[config.mk]
export PLATFORM = sky130hd
export DESIGN_NAME = linked_list_deque_engine
export DESIGN_NICKNAME = d
export VERILOG_FILES = /design/src/lldq_pkg.sv /design/src/lldq_ram.sv /design/src/linked_list_deque_engine.sv
export SDC_FILE = /design/constraint.sdc
export NUM_CORES = 2
export LEC_CHECK = 0
export BUFFER_PORTS_ARGS = -buffer_cell sky130_fd_sc_hd__buf_2
export CAP_MARGIN = 15
export CORE_ASPECT_RATIO = 1.4
export CORE_MARGIN = 2
export CORE_UTILIZATION = 68
export CTS_CLUSTER_DIAMETER = 200
export DETAILED_ROUTE_END_ITERATION = 12
export GPL_ROUTABILITY_DRIVEN = 0
export HOLD_SLACK_MARGIN = 0.08
export PLACE_DENSITY = 0.89
export RECOVER_POWER = 25
export SYNTH_ARGS = -nofsm -noshare
export SYNTH_HDL_FRONTEND = slang
export SYNTH_HIERARCHICAL = 1
export SYNTH_SLANG_ARGS = --single-unit
[constraint.sdc]
create_clock -name clk -period 17.3 [get_ports clk]
set_input_delay 3.46 -clock clk [delete_from_list [all_inputs] [get_ports clk]]
set_output_delay 3.46 -clock clk [all_outputs]
set_load 0.05 [all_outputs]
[src/lldq_pkg.sv]
// shared types, op and status codes for the linked list deque engine
`default_nettype none
package lldq_pkg;
	localparam int CAPACITY_DEF   = 64;
	localparam int DATA_WIDTH_DEF = 32;

	localparam logic [2:0] OP_INS_FRONT = 3'd0;
	localparam logic [2:0] OP_INS_BACK  = 3'd1;
	localparam logic [2:0] OP_INS_AFTER = 3'd2;
	localparam logic [2:0] OP_DEL_FRONT = 3'd3;
	localparam logic [2:0] OP_DEL_BACK  = 3'd4;
	localparam logic [2:0] OP_DEL_KEY   = 3'd5;
	localparam logic [2:0] OP_SEARCH    = 3'd6;

	localparam logic [1:0] ST_DONE     = 2'd0;
	localparam logic [1:0] ST_EMPTY    = 2'd1;
	localparam logic [1:0] ST_NOTFOUND = 2'd2;
	localparam logic [1:0] ST_FULL     = 2'd3;

	typedef struct packed {
		logic [2:0]         op;
		logic signed [31:0] key;
		logic signed [31:0] new_value;
	} req_t;

	typedef struct packed {
		logic [1:0] status;
		logic [6:0] position;
		logic [6:0] length;
	} rsp_t;
endpackage
`default_nettype wire

[src/lldq_ram.sv]
// generic single write port ram with registered read
`default_nettype none
module lldq_ram #(
	parameter int WIDTH = 8,
	parameter int DEPTH = 64
) (
	input  wire logic                     clk,
	input  wire logic                     we,
	input  wire logic [$clog2(DEPTH)-1:0] waddr,
	input  wire logic [WIDTH-1:0]         wdata,
	input  wire logic [$clog2(DEPTH)-1:0] raddr,
	output logic      [WIDTH-1:0]         rdata
);
	logic [WIDTH-1:0] mem [DEPTH];

	always_ff @(posedge clk) begin
		if (we) begin
			mem[waddr] <= wdata;
		end
		rdata <= mem[raddr];
	end
endmodule
`default_nettype wire

[src/linked_list_deque_engine.sv]
// top level: sequencer, node pool rams and result register of the deque engine
// insert front/back: free slot scan, one slot a cycle, then the link writes
// delete front/back: read then unlink; search and delete key walk one node a cycle
// insert after: walks, then scans for a free slot; the finish state waits while the output stalls
// throughput: one request at a time, a finished result waits while the next request is taken
// reset: arst_n clears the list to empty, all pool slots free, no result pending
`default_nettype none
module linked_list_deque_engine #(
	parameter int CAPACITY   = lldq_pkg::CAPACITY_DEF,
	parameter int DATA_WIDTH = lldq_pkg::DATA_WIDTH_DEF
) (
	input  wire logic           clk,
	input  wire logic           arst_n,
	input  wire logic           req_valid,
	output logic                req_stall,
	input  wire lldq_pkg::req_t req,
	output logic                rsp_valid,
	input  wire logic           rsp_stall,
	output lldq_pkg::rsp_t      rsp
);
	localparam int AW = $clog2(CAPACITY);
	localparam int CW = $clog2(CAPACITY + 1);
	localparam logic [AW-1:0] LAST = AW'(CAPACITY - 1);

	// sequencer states
	localparam logic [3:0] S_IDLE   = 4'd0;
	localparam logic [3:0] S_DISP   = 4'd1;
	localparam logic [3:0] S_SCAN   = 4'd2;
	localparam logic [3:0] S_LRD    = 4'd3;
	localparam logic [3:0] S_LW1    = 4'd4;
	localparam logic [3:0] S_LW2    = 4'd5;
	localparam logic [3:0] S_WSTART = 4'd6;
	localparam logic [3:0] S_WALK   = 4'd7;
	localparam logic [3:0] S_URD    = 4'd8;
	localparam logic [3:0] S_UWR    = 4'd9;
	localparam logic [3:0] S_FIN    = 4'd10;

	logic [3:0]            state_q;
	logic [2:0]            op_q;
	logic [DATA_WIDTH-1:0] key_q, val_q;
	logic [AW-1:0]         head_q, tail_q, t_q, n_q, s_q, cur_q, fs_q, idx_q;
	logic [CW-1:0]         count_q;
	logic [CAPACITY-1:0]   in_use_q;
	logic [1:0]            st_q;
	logic [CW-1:0]         pos_q;
	logic                  out_vld_q;
	lldq_pkg::rsp_t        out_q;

	// input words as stored data: sign extend, then keep the low data bits
	logic signed [63:0] key_ext, val_ext;
	assign key_ext = 64'(req.key);
	assign val_ext = 64'(req.new_value);

	// pool ram ports, all three rams share one read address
	logic [AW-1:0]         raddr;
	logic [DATA_WIDTH-1:0] val_rdata;
	logic [AW-1:0]         next_rdata, prev_rdata;
	logic                  val_we, next_we, prev_we;
	logic [AW-1:0]         next_waddr, next_wdata, prev_waddr, prev_wdata;
	logic                  key_hit;
	logic                  last_node;

	lldq_ram #(.WIDTH(DATA_WIDTH), .DEPTH(CAPACITY)) u_val (
		.clk(clk), .we(val_we), .waddr(fs_q), .wdata(val_q),
		.raddr(raddr), .rdata(val_rdata)
	);
	lldq_ram #(.WIDTH(AW), .DEPTH(CAPACITY)) u_next (
		.clk(clk), .we(next_we), .waddr(next_waddr), .wdata(next_wdata),
		.raddr(raddr), .rdata(next_rdata)
	);
	lldq_ram #(.WIDTH(AW), .DEPTH(CAPACITY)) u_prev (
		.clk(clk), .we(prev_we), .waddr(prev_waddr), .wdata(prev_wdata),
		.raddr(raddr), .rdata(prev_rdata)
	);

	// shared key compare used on every step of the walk
	assign key_hit   = (val_rdata == key_q);
	assign last_node = ((CW'(idx_q) + CW'(1)) == count_q);

	assign req_stall = (state_q != S_IDLE);
	assign rsp_valid = out_vld_q;
	assign rsp       = out_q;

	// read address: the walk follows the link straight out of the ram
	always_comb begin
		unique case (state_q)
			S_WSTART: raddr = head_q;
			S_WALK:   raddr = next_rdata;
			default:  raddr = t_q;
		endcase
	end

	// link writes
	always_comb begin
		val_we     = 1'b0;
		next_we    = 1'b0;
		prev_we    = 1'b0;
		next_waddr = n_q;
		next_wdata = n_q;
		prev_waddr = n_q;
		prev_wdata = n_q;
		unique case (state_q)
			S_SCAN: begin
				// a free slot found: store the word, self links for a lone node
				if (!in_use_q[fs_q]) begin
					val_we     = 1'b1;
					next_we    = (count_q == '0);
					prev_we    = (count_q == '0);
					next_waddr = fs_q;
					next_wdata = fs_q;
					prev_waddr = fs_q;
					prev_wdata = fs_q;
				end
			end
			S_LW1: begin
				next_we    = 1'b1;
				prev_we    = 1'b1;
				next_wdata = next_rdata;
				prev_wdata = t_q;
			end
			S_LW2: begin
				next_we    = 1'b1;
				prev_we    = 1'b1;
				next_waddr = t_q;
				prev_waddr = s_q;
			end
			S_UWR: begin
				// bypass the node being removed
				next_we    = (count_q > CW'(1));
				prev_we    = (count_q > CW'(1));
				next_waddr = prev_rdata;
				next_wdata = next_rdata;
				prev_waddr = next_rdata;
				prev_wdata = prev_rdata;
			end
			default: begin
			end
		endcase
	end

	// sequencer
	always_ff @(posedge clk or negedge arst_n) begin
		if (!arst_n) begin
			state_q   <= S_IDLE;
			head_q    <= '0;
			tail_q    <= '0;
			count_q   <= '0;
			in_use_q  <= '0;
			out_vld_q <= 1'b0;
		end else begin
			// result register frees on a transfer unless a new result loads now
			if (out_vld_q && !rsp_stall && state_q != S_FIN) begin
				out_vld_q <= 1'b0;
			end
			unique case (state_q)
				S_IDLE: begin
					if (req_valid) begin
						op_q    <= req.op;
						key_q   <= key_ext[DATA_WIDTH-1:0];
						val_q   <= val_ext[DATA_WIDTH-1:0];
						st_q    <= lldq_pkg::ST_DONE;
						pos_q   <= '0;
						state_q <= S_DISP;
					end
				end
				S_DISP: begin
					fs_q <= '0;
					case (op_q) inside
						lldq_pkg::OP_INS_FRONT, lldq_pkg::OP_INS_BACK: begin
							t_q     <= tail_q;
							state_q <= S_SCAN;
						end
						lldq_pkg::OP_INS_AFTER, lldq_pkg::OP_DEL_FRONT,
						lldq_pkg::OP_DEL_BACK, lldq_pkg::OP_DEL_KEY,
						lldq_pkg::OP_SEARCH: begin
							if (count_q == '0) begin
								st_q    <= lldq_pkg::ST_EMPTY;
								state_q <= S_FIN;
							end else if (op_q == lldq_pkg::OP_DEL_FRONT) begin
								t_q     <= head_q;
								state_q <= S_URD;
							end else if (op_q == lldq_pkg::OP_DEL_BACK) begin
								t_q     <= tail_q;
								state_q <= S_URD;
							end else begin
								state_q <= S_WSTART;
							end
						end
						default: begin
							state_q <= S_FIN;
						end
					endcase
				end
				S_SCAN: begin
					if (!in_use_q[fs_q]) begin
						n_q            <= fs_q;
						in_use_q[fs_q] <= 1'b1;
						if (count_q == '0) begin
							head_q  <= fs_q;
							tail_q  <= fs_q;
							count_q <= count_q + CW'(1);
							state_q <= S_FIN;
						end else begin
							state_q <= S_LRD;
						end
					end else if (fs_q == LAST) begin
						st_q    <= lldq_pkg::ST_FULL;
						state_q <= S_FIN;
					end else begin
						fs_q <= fs_q + AW'(1);
					end
				end
				S_LRD: begin
					state_q <= S_LW1;
				end
				S_LW1: begin
					s_q     <= next_rdata;
					state_q <= S_LW2;
				end
				S_LW2: begin
					count_q <= count_q + CW'(1);
					if (op_q == lldq_pkg::OP_INS_FRONT) begin
						head_q <= n_q;
					end else if (t_q == tail_q) begin
						tail_q <= n_q;
					end
					state_q <= S_FIN;
				end
				S_WSTART: begin
					cur_q   <= head_q;
					idx_q   <= '0;
					state_q <= S_WALK;
				end
				S_WALK: begin
					if (key_hit) begin
						t_q <= cur_q;
						if (op_q == lldq_pkg::OP_SEARCH) begin
							pos_q   <= CW'(idx_q) + CW'(1);
							state_q <= S_FIN;
						end else if (op_q == lldq_pkg::OP_DEL_KEY) begin
							state_q <= S_URD;
						end else begin
							state_q <= S_SCAN;
						end
					end else if (last_node) begin
						st_q    <= lldq_pkg::ST_NOTFOUND;
						state_q <= S_FIN;
					end else begin
						cur_q <= next_rdata;
						idx_q <= idx_q + AW'(1);
					end
				end
				S_URD: begin
					state_q <= S_UWR;
				end
				S_UWR: begin
					if (count_q <= CW'(1)) begin
						head_q <= '0;
						tail_q <= '0;
					end else begin
						if (t_q == head_q) begin
							head_q <= next_rdata;
						end
						if (t_q == tail_q) begin
							tail_q <= prev_rdata;
						end
					end
					in_use_q[t_q] <= 1'b0;
					count_q       <= count_q - CW'(1);
					state_q       <= S_FIN;
				end
				S_FIN: begin
					// wait for the result register to be free
					if (!out_vld_q || !rsp_stall) begin
						out_q.status   <= st_q;
						out_q.position <= 7'(pos_q);
						out_q.length   <= 7'(count_q);
						out_vld_q      <= 1'b1;
						state_q        <= S_IDLE;
					end
				end
				default: begin
					state_q <= S_IDLE;
				end
			endcase
		end
	end
endmodule
`default_nettype wire

==> results.sh <==
export IMPL_status="complete, but fails checks"
export IMPL_violations="max-capacitance violations, max-slew violations"
export IMPL_drt_wirelength_per_cell_um=43.56
export IMPL_synth_mux_area_frac=0.1548
export IMPL_async_flop_share=0.02861
export IMPL_switching_share=0.3047
export IMPL_end_kind="flip-flop"
export IMPL_startpoint="state_q[2]$_DFFE_PN0P_"
export IMPL_setup_viol=0
export IMPL_cp_slowest_stage_delay_ns=0.75
export IMPL_row_count=181
export IMPL_p_sw_mw=6.082
export IMPL_synth_nets=5786
export IMPL_ios=89
export IMPL_vias_per_cell=7.992
export IMPL_final_common_cell="edfxtp_1"
export IMPL_required_ns=18.11
export IMPL_pwr_share_seq=0.459
export IMPL_r2r_cells=14
export IMPL_drtPass1Iterations=11
export IMPL_internal_power_mw=13.88
export IMPL_hold_viol_final=0
export IMPL_synthCells=5709
export IMPL_area_growth_pct=10.35
export IMPL_ctsResizeCount=0
export IMPL_cp_cell_sequence="nor2b_1 -> nand2_1 -> nand2_1 -> o21ai_4 -> buf_4 -> buf_4 -> buf_4 -> buf_12 -> buf_4 -> mux4_2 -> o22ai_1 -> nor2_1 -> a21oi_1 -> nor2_1"
export IMPL_relSlewSlack=-1.385
export IMPL_ant_nets=0
export IMPL_p_per_area_nw_per_um2=151.6
export IMPL_num_vias=67330
export IMPL_dp_worst_setup_slack_ns=10.79
export IMPL_seq_area_um2=91490
export IMPL_n_fill_cell=7878
export IMPL_grt_pass1_wl_um=515400
export IMPL_fin_setup_tns_ns=0
export IMPL_rsz0062_at_grt="no"
export IMPL_grt_max_degree=135
export IMPL_rrSetupSlack_ns=10.43
export IMPL_root_buffer="clkbuf_16"
export IMPL_dieArea_um2=178900
export IMPL_reg2reg_to="u_val/rdata[15]$_DFF_P_"
export IMPL_core_um2=174200
export IMPL_path_class="flip-flop to flip-flop"
export IMPL_hold_depth=0
export IMPL_syn_avg_cell_area_um2=20.90
export IMPL_grt_pass1_vias=68470
export IMPL_cp_arrival_ns=7.68
export IMPL_io_buffers=88
export IMPL_cts_path_max_buffers=4
export IMPL_clock_fmax_ghz=0.1455
export IMPL_initial_core_util=0.6853
export IMPL_drtIter0Drc=13790
export IMPL_antenna_found_initial=19
export IMPL_clk_latency_ns=0.97
export IMPL_post_cts_buffers=0
export IMPL_rr_startpoint="state_q[2]$_DFFE_PN0P_"
export IMPL_yosysWarnings=6
export IMPL_total_leakage_power_nw=41.52
export IMPL_mostFrequentLayoutCells="2,944 x edfxtp_1, 736 x mux4_2, 288 x clkbuf_16"
export IMPL_synth_edf_count=2944
export IMPL_cp_slowest_cell="a21oi_1"
export IMPL_ys_types=83
export IMPL_cts_tree="done"
export IMPL_vdd_drop_max_mv=0.1456
export IMPL_ys_seq_area_frac=0.7666
export IMPL_pwr_share_clk=0.312
export IMPL_grt_use_total=0.4187
export IMPL_routed_wl_um=367000
export IMPL_synth_flop_cell="edfxtp_1"
export IMPL_synth_xor_area_share=0.004697
export IMPL_worstHoldStart="pos_q[6]$_SDFFCE_PN0P_"
export IMPL_drv_slew=2016
export IMPL_multi_input_area_um2=26800
export IMPL_final_util=0.7562
export IMPL_worstMarginPinSlew_ns=3.577
export IMPL_synth_top_family_by_area="multiplexers"
export IMPL_dp_hpwl_um=182500
export IMPL_min_period_ns=6.872
export IMPL_synth_cell_area_um2=119300
export IMPL_overflow=0
export IMPL_period_share=0.3972
export IMPL_crit_top_cell="buf_4"
export IMPL_layout_nets=6009
export IMPL_die_h_um=499.7
export IMPL_p_comb_frac=0.229
export IMPL_layout_setup_ws_ns=10.43
export IMPL_drc_errors=0
export IMPL_die_x_um=358.1
export IMPL_min_to="rsp[13]$_DFFE_PP_"
export IMPL_drive_above_1_share=0.2409
export IMPL_cts_made_buffers=284
export IMPL_max_cap_violations=32
export IMPL_synth_simple_area_share=0.03046
export IMPL_cts_clk_slew_worst_paths_ns=0.07
export IMPL_synthAdderAreaFrac=0.0006291
export IMPL_skew_ns=0.08568
export IMPL_h_tree_depth=5
export IMPL_hp_class="flip-flop to flip-flop"
export IMPL_cts_sinks=3076
export IMPL_critPathLaunchType="flip-flop"
export IMPL_p_total_mw=19.96
export IMPL_ys_seq_elements=3076
export IMPL_worstPathMaxFanout=124
export IMPL_cts_hold_buf=0
export IMPL_synth_compound_area_frac=0.02872
how the worst max path moves through the flow:
stage / end / slack, ns / cells past startpoint
floorplan: u_val/mem[48][0]$_DFFE_PP_ / 11.76 / 12
global placement: u_val/rdata[2]$_DFF_P_ / 11.04 / 12
detailed placement: u_val/rdata[10]$_DFF_P_ / 10.79 / 11
CTS: u_val/rdata[10]$_DFF_P_ / 10.65 / 11
global route: u_val/rdata[15]$_DFF_P_ / 10.11 / 13
finish: u_val/rdata[15]$_DFF_P_ / 10.43 / 14
power groups by stage:
stage / Sequential (mW) / Combinational, mW / Clock [mW]
final: 9.16 / 4.57 / 6.23
after CTS: 9.11 / 4.39 / 6.21
after global routing: 9.16 / 4.64 / 6.45
after floorplan: 9.20 / 2.87 / 0
after global placement: 9.23 / 3.95 / 0
after detailed placement: 9.25 / 4.17 / 0
cell usage after synthesis (all sizes together), types with 4 or more instances:
master,count,share of area
a211oi,11,0.00069
a21oi,104,0.0044
a221oi,10,0.00073
a22o,6,0.00044
a22oi,29,0.0019
a311oi,9,0.00081
a31oi,11,0.00058
a32o,5,0.00042
a32oi,7,0.00051
a41o,4,0.00034
and2,12,0.00063
and3,12,0.00063
buf,173,0.0090
clkbuf,146,0.0046
dfrtp,88,0.018
dfxtp,44,0.0074
edfxtp,2944,0.74
ha,6,0.00063
inv,14,0.00044
mux2,30,0.0031
mux2i,138,0.012
mux4,742,0.14
nand2,171,0.0054
nand2b,25,0.0013
nand3,61,0.0026
nand3b,20,0.0013
nand4,32,0.0017
nor2,325,0.010
nor2b,36,0.0019
nor3,26,0.0011
nor3b,6,0.00038
nor4,7,0.00049
o211ai,8,0.00050
o21ai,155,0.0065
o221ai,40,0.0029
o22a,6,0.00044
o22ai,104,0.0055
o32ai,4,0.00029
or2,18,0.00094
or3,12,0.00063
or3b,10,0.00073
xnor2,42,0.0031
xor2,22,0.0016
critical path, delay by kind of cell, from the launching register on:
family	cells	cell delay [ns]
AND/OR/NAND/NOR	5	1.23
flip-flops	1	0.48
multiplexers	1	0.42
AO/OA/AOI/OAI	3	1.06
buffers and inverters	5	3.20
per-layer routing:
metal,part of all wire,global-route usage,up-vias
met1,0.28,0.4946,33160
met5,0.00032,0,-
met2,0.47,0.6476,7866
met4,0.11,0.3323,16
met3,0.14,0.1221,2204
li1,-,-,24090
stage by stage:
| stage | area (um^2) | hold WS, ns | instances |
|---|---|---|---|
| 4_1_cts | 131800 | 0.4334 | 8410 |
| 6_report | 131700 | 0.4290 | 8425 |
| 3_3_place_gp | 122900 | 0.4172 | 7929 |
| 5_1_grt | 131700 | 0.4394 | 8416 |
| 3_5_place_dp | 122900 | 0.4068 | 7929 |
| 2_1_floorplan | 119300 | 0.4003 | 5709 |
registers in the layout, indices dropped and copies added, names as in the netlist, 7 cells and up:
signal / flops
u_next/mem: 384
in_use_q: 64
key_q: 32
rsp: 16
count_q: 7
val_q: 32
u_prev/mem: 384
u_val/mem: 2048
u_val/rdata: 32
pos_q: 7
area by class of cell:
type,count,area share
diodes,11,0.0002090
clock buffers,363,0.05800
clock inverters,118,0.008931
inverters,15,0.0004275
multi-input cells,2299,0.2035
flip-flops and latches,3076,0.6947
well taps,2287,0.02173
repair buffers,256,0.01251
cell families (layout without fill, tap and decap cells):
kind of cell,after synthesis,after routing
buffers and inverters,334,752
multiplexers,910,910
AO/OA/AOI/OAI,537,537
AND/OR/NAND/NOR,782,782
adder cells (fa/ha/maj),6,6
XOR/XNOR,64,64
other,0,11
flip-flops,3076,3076
(Power assumes the default switching activity.)
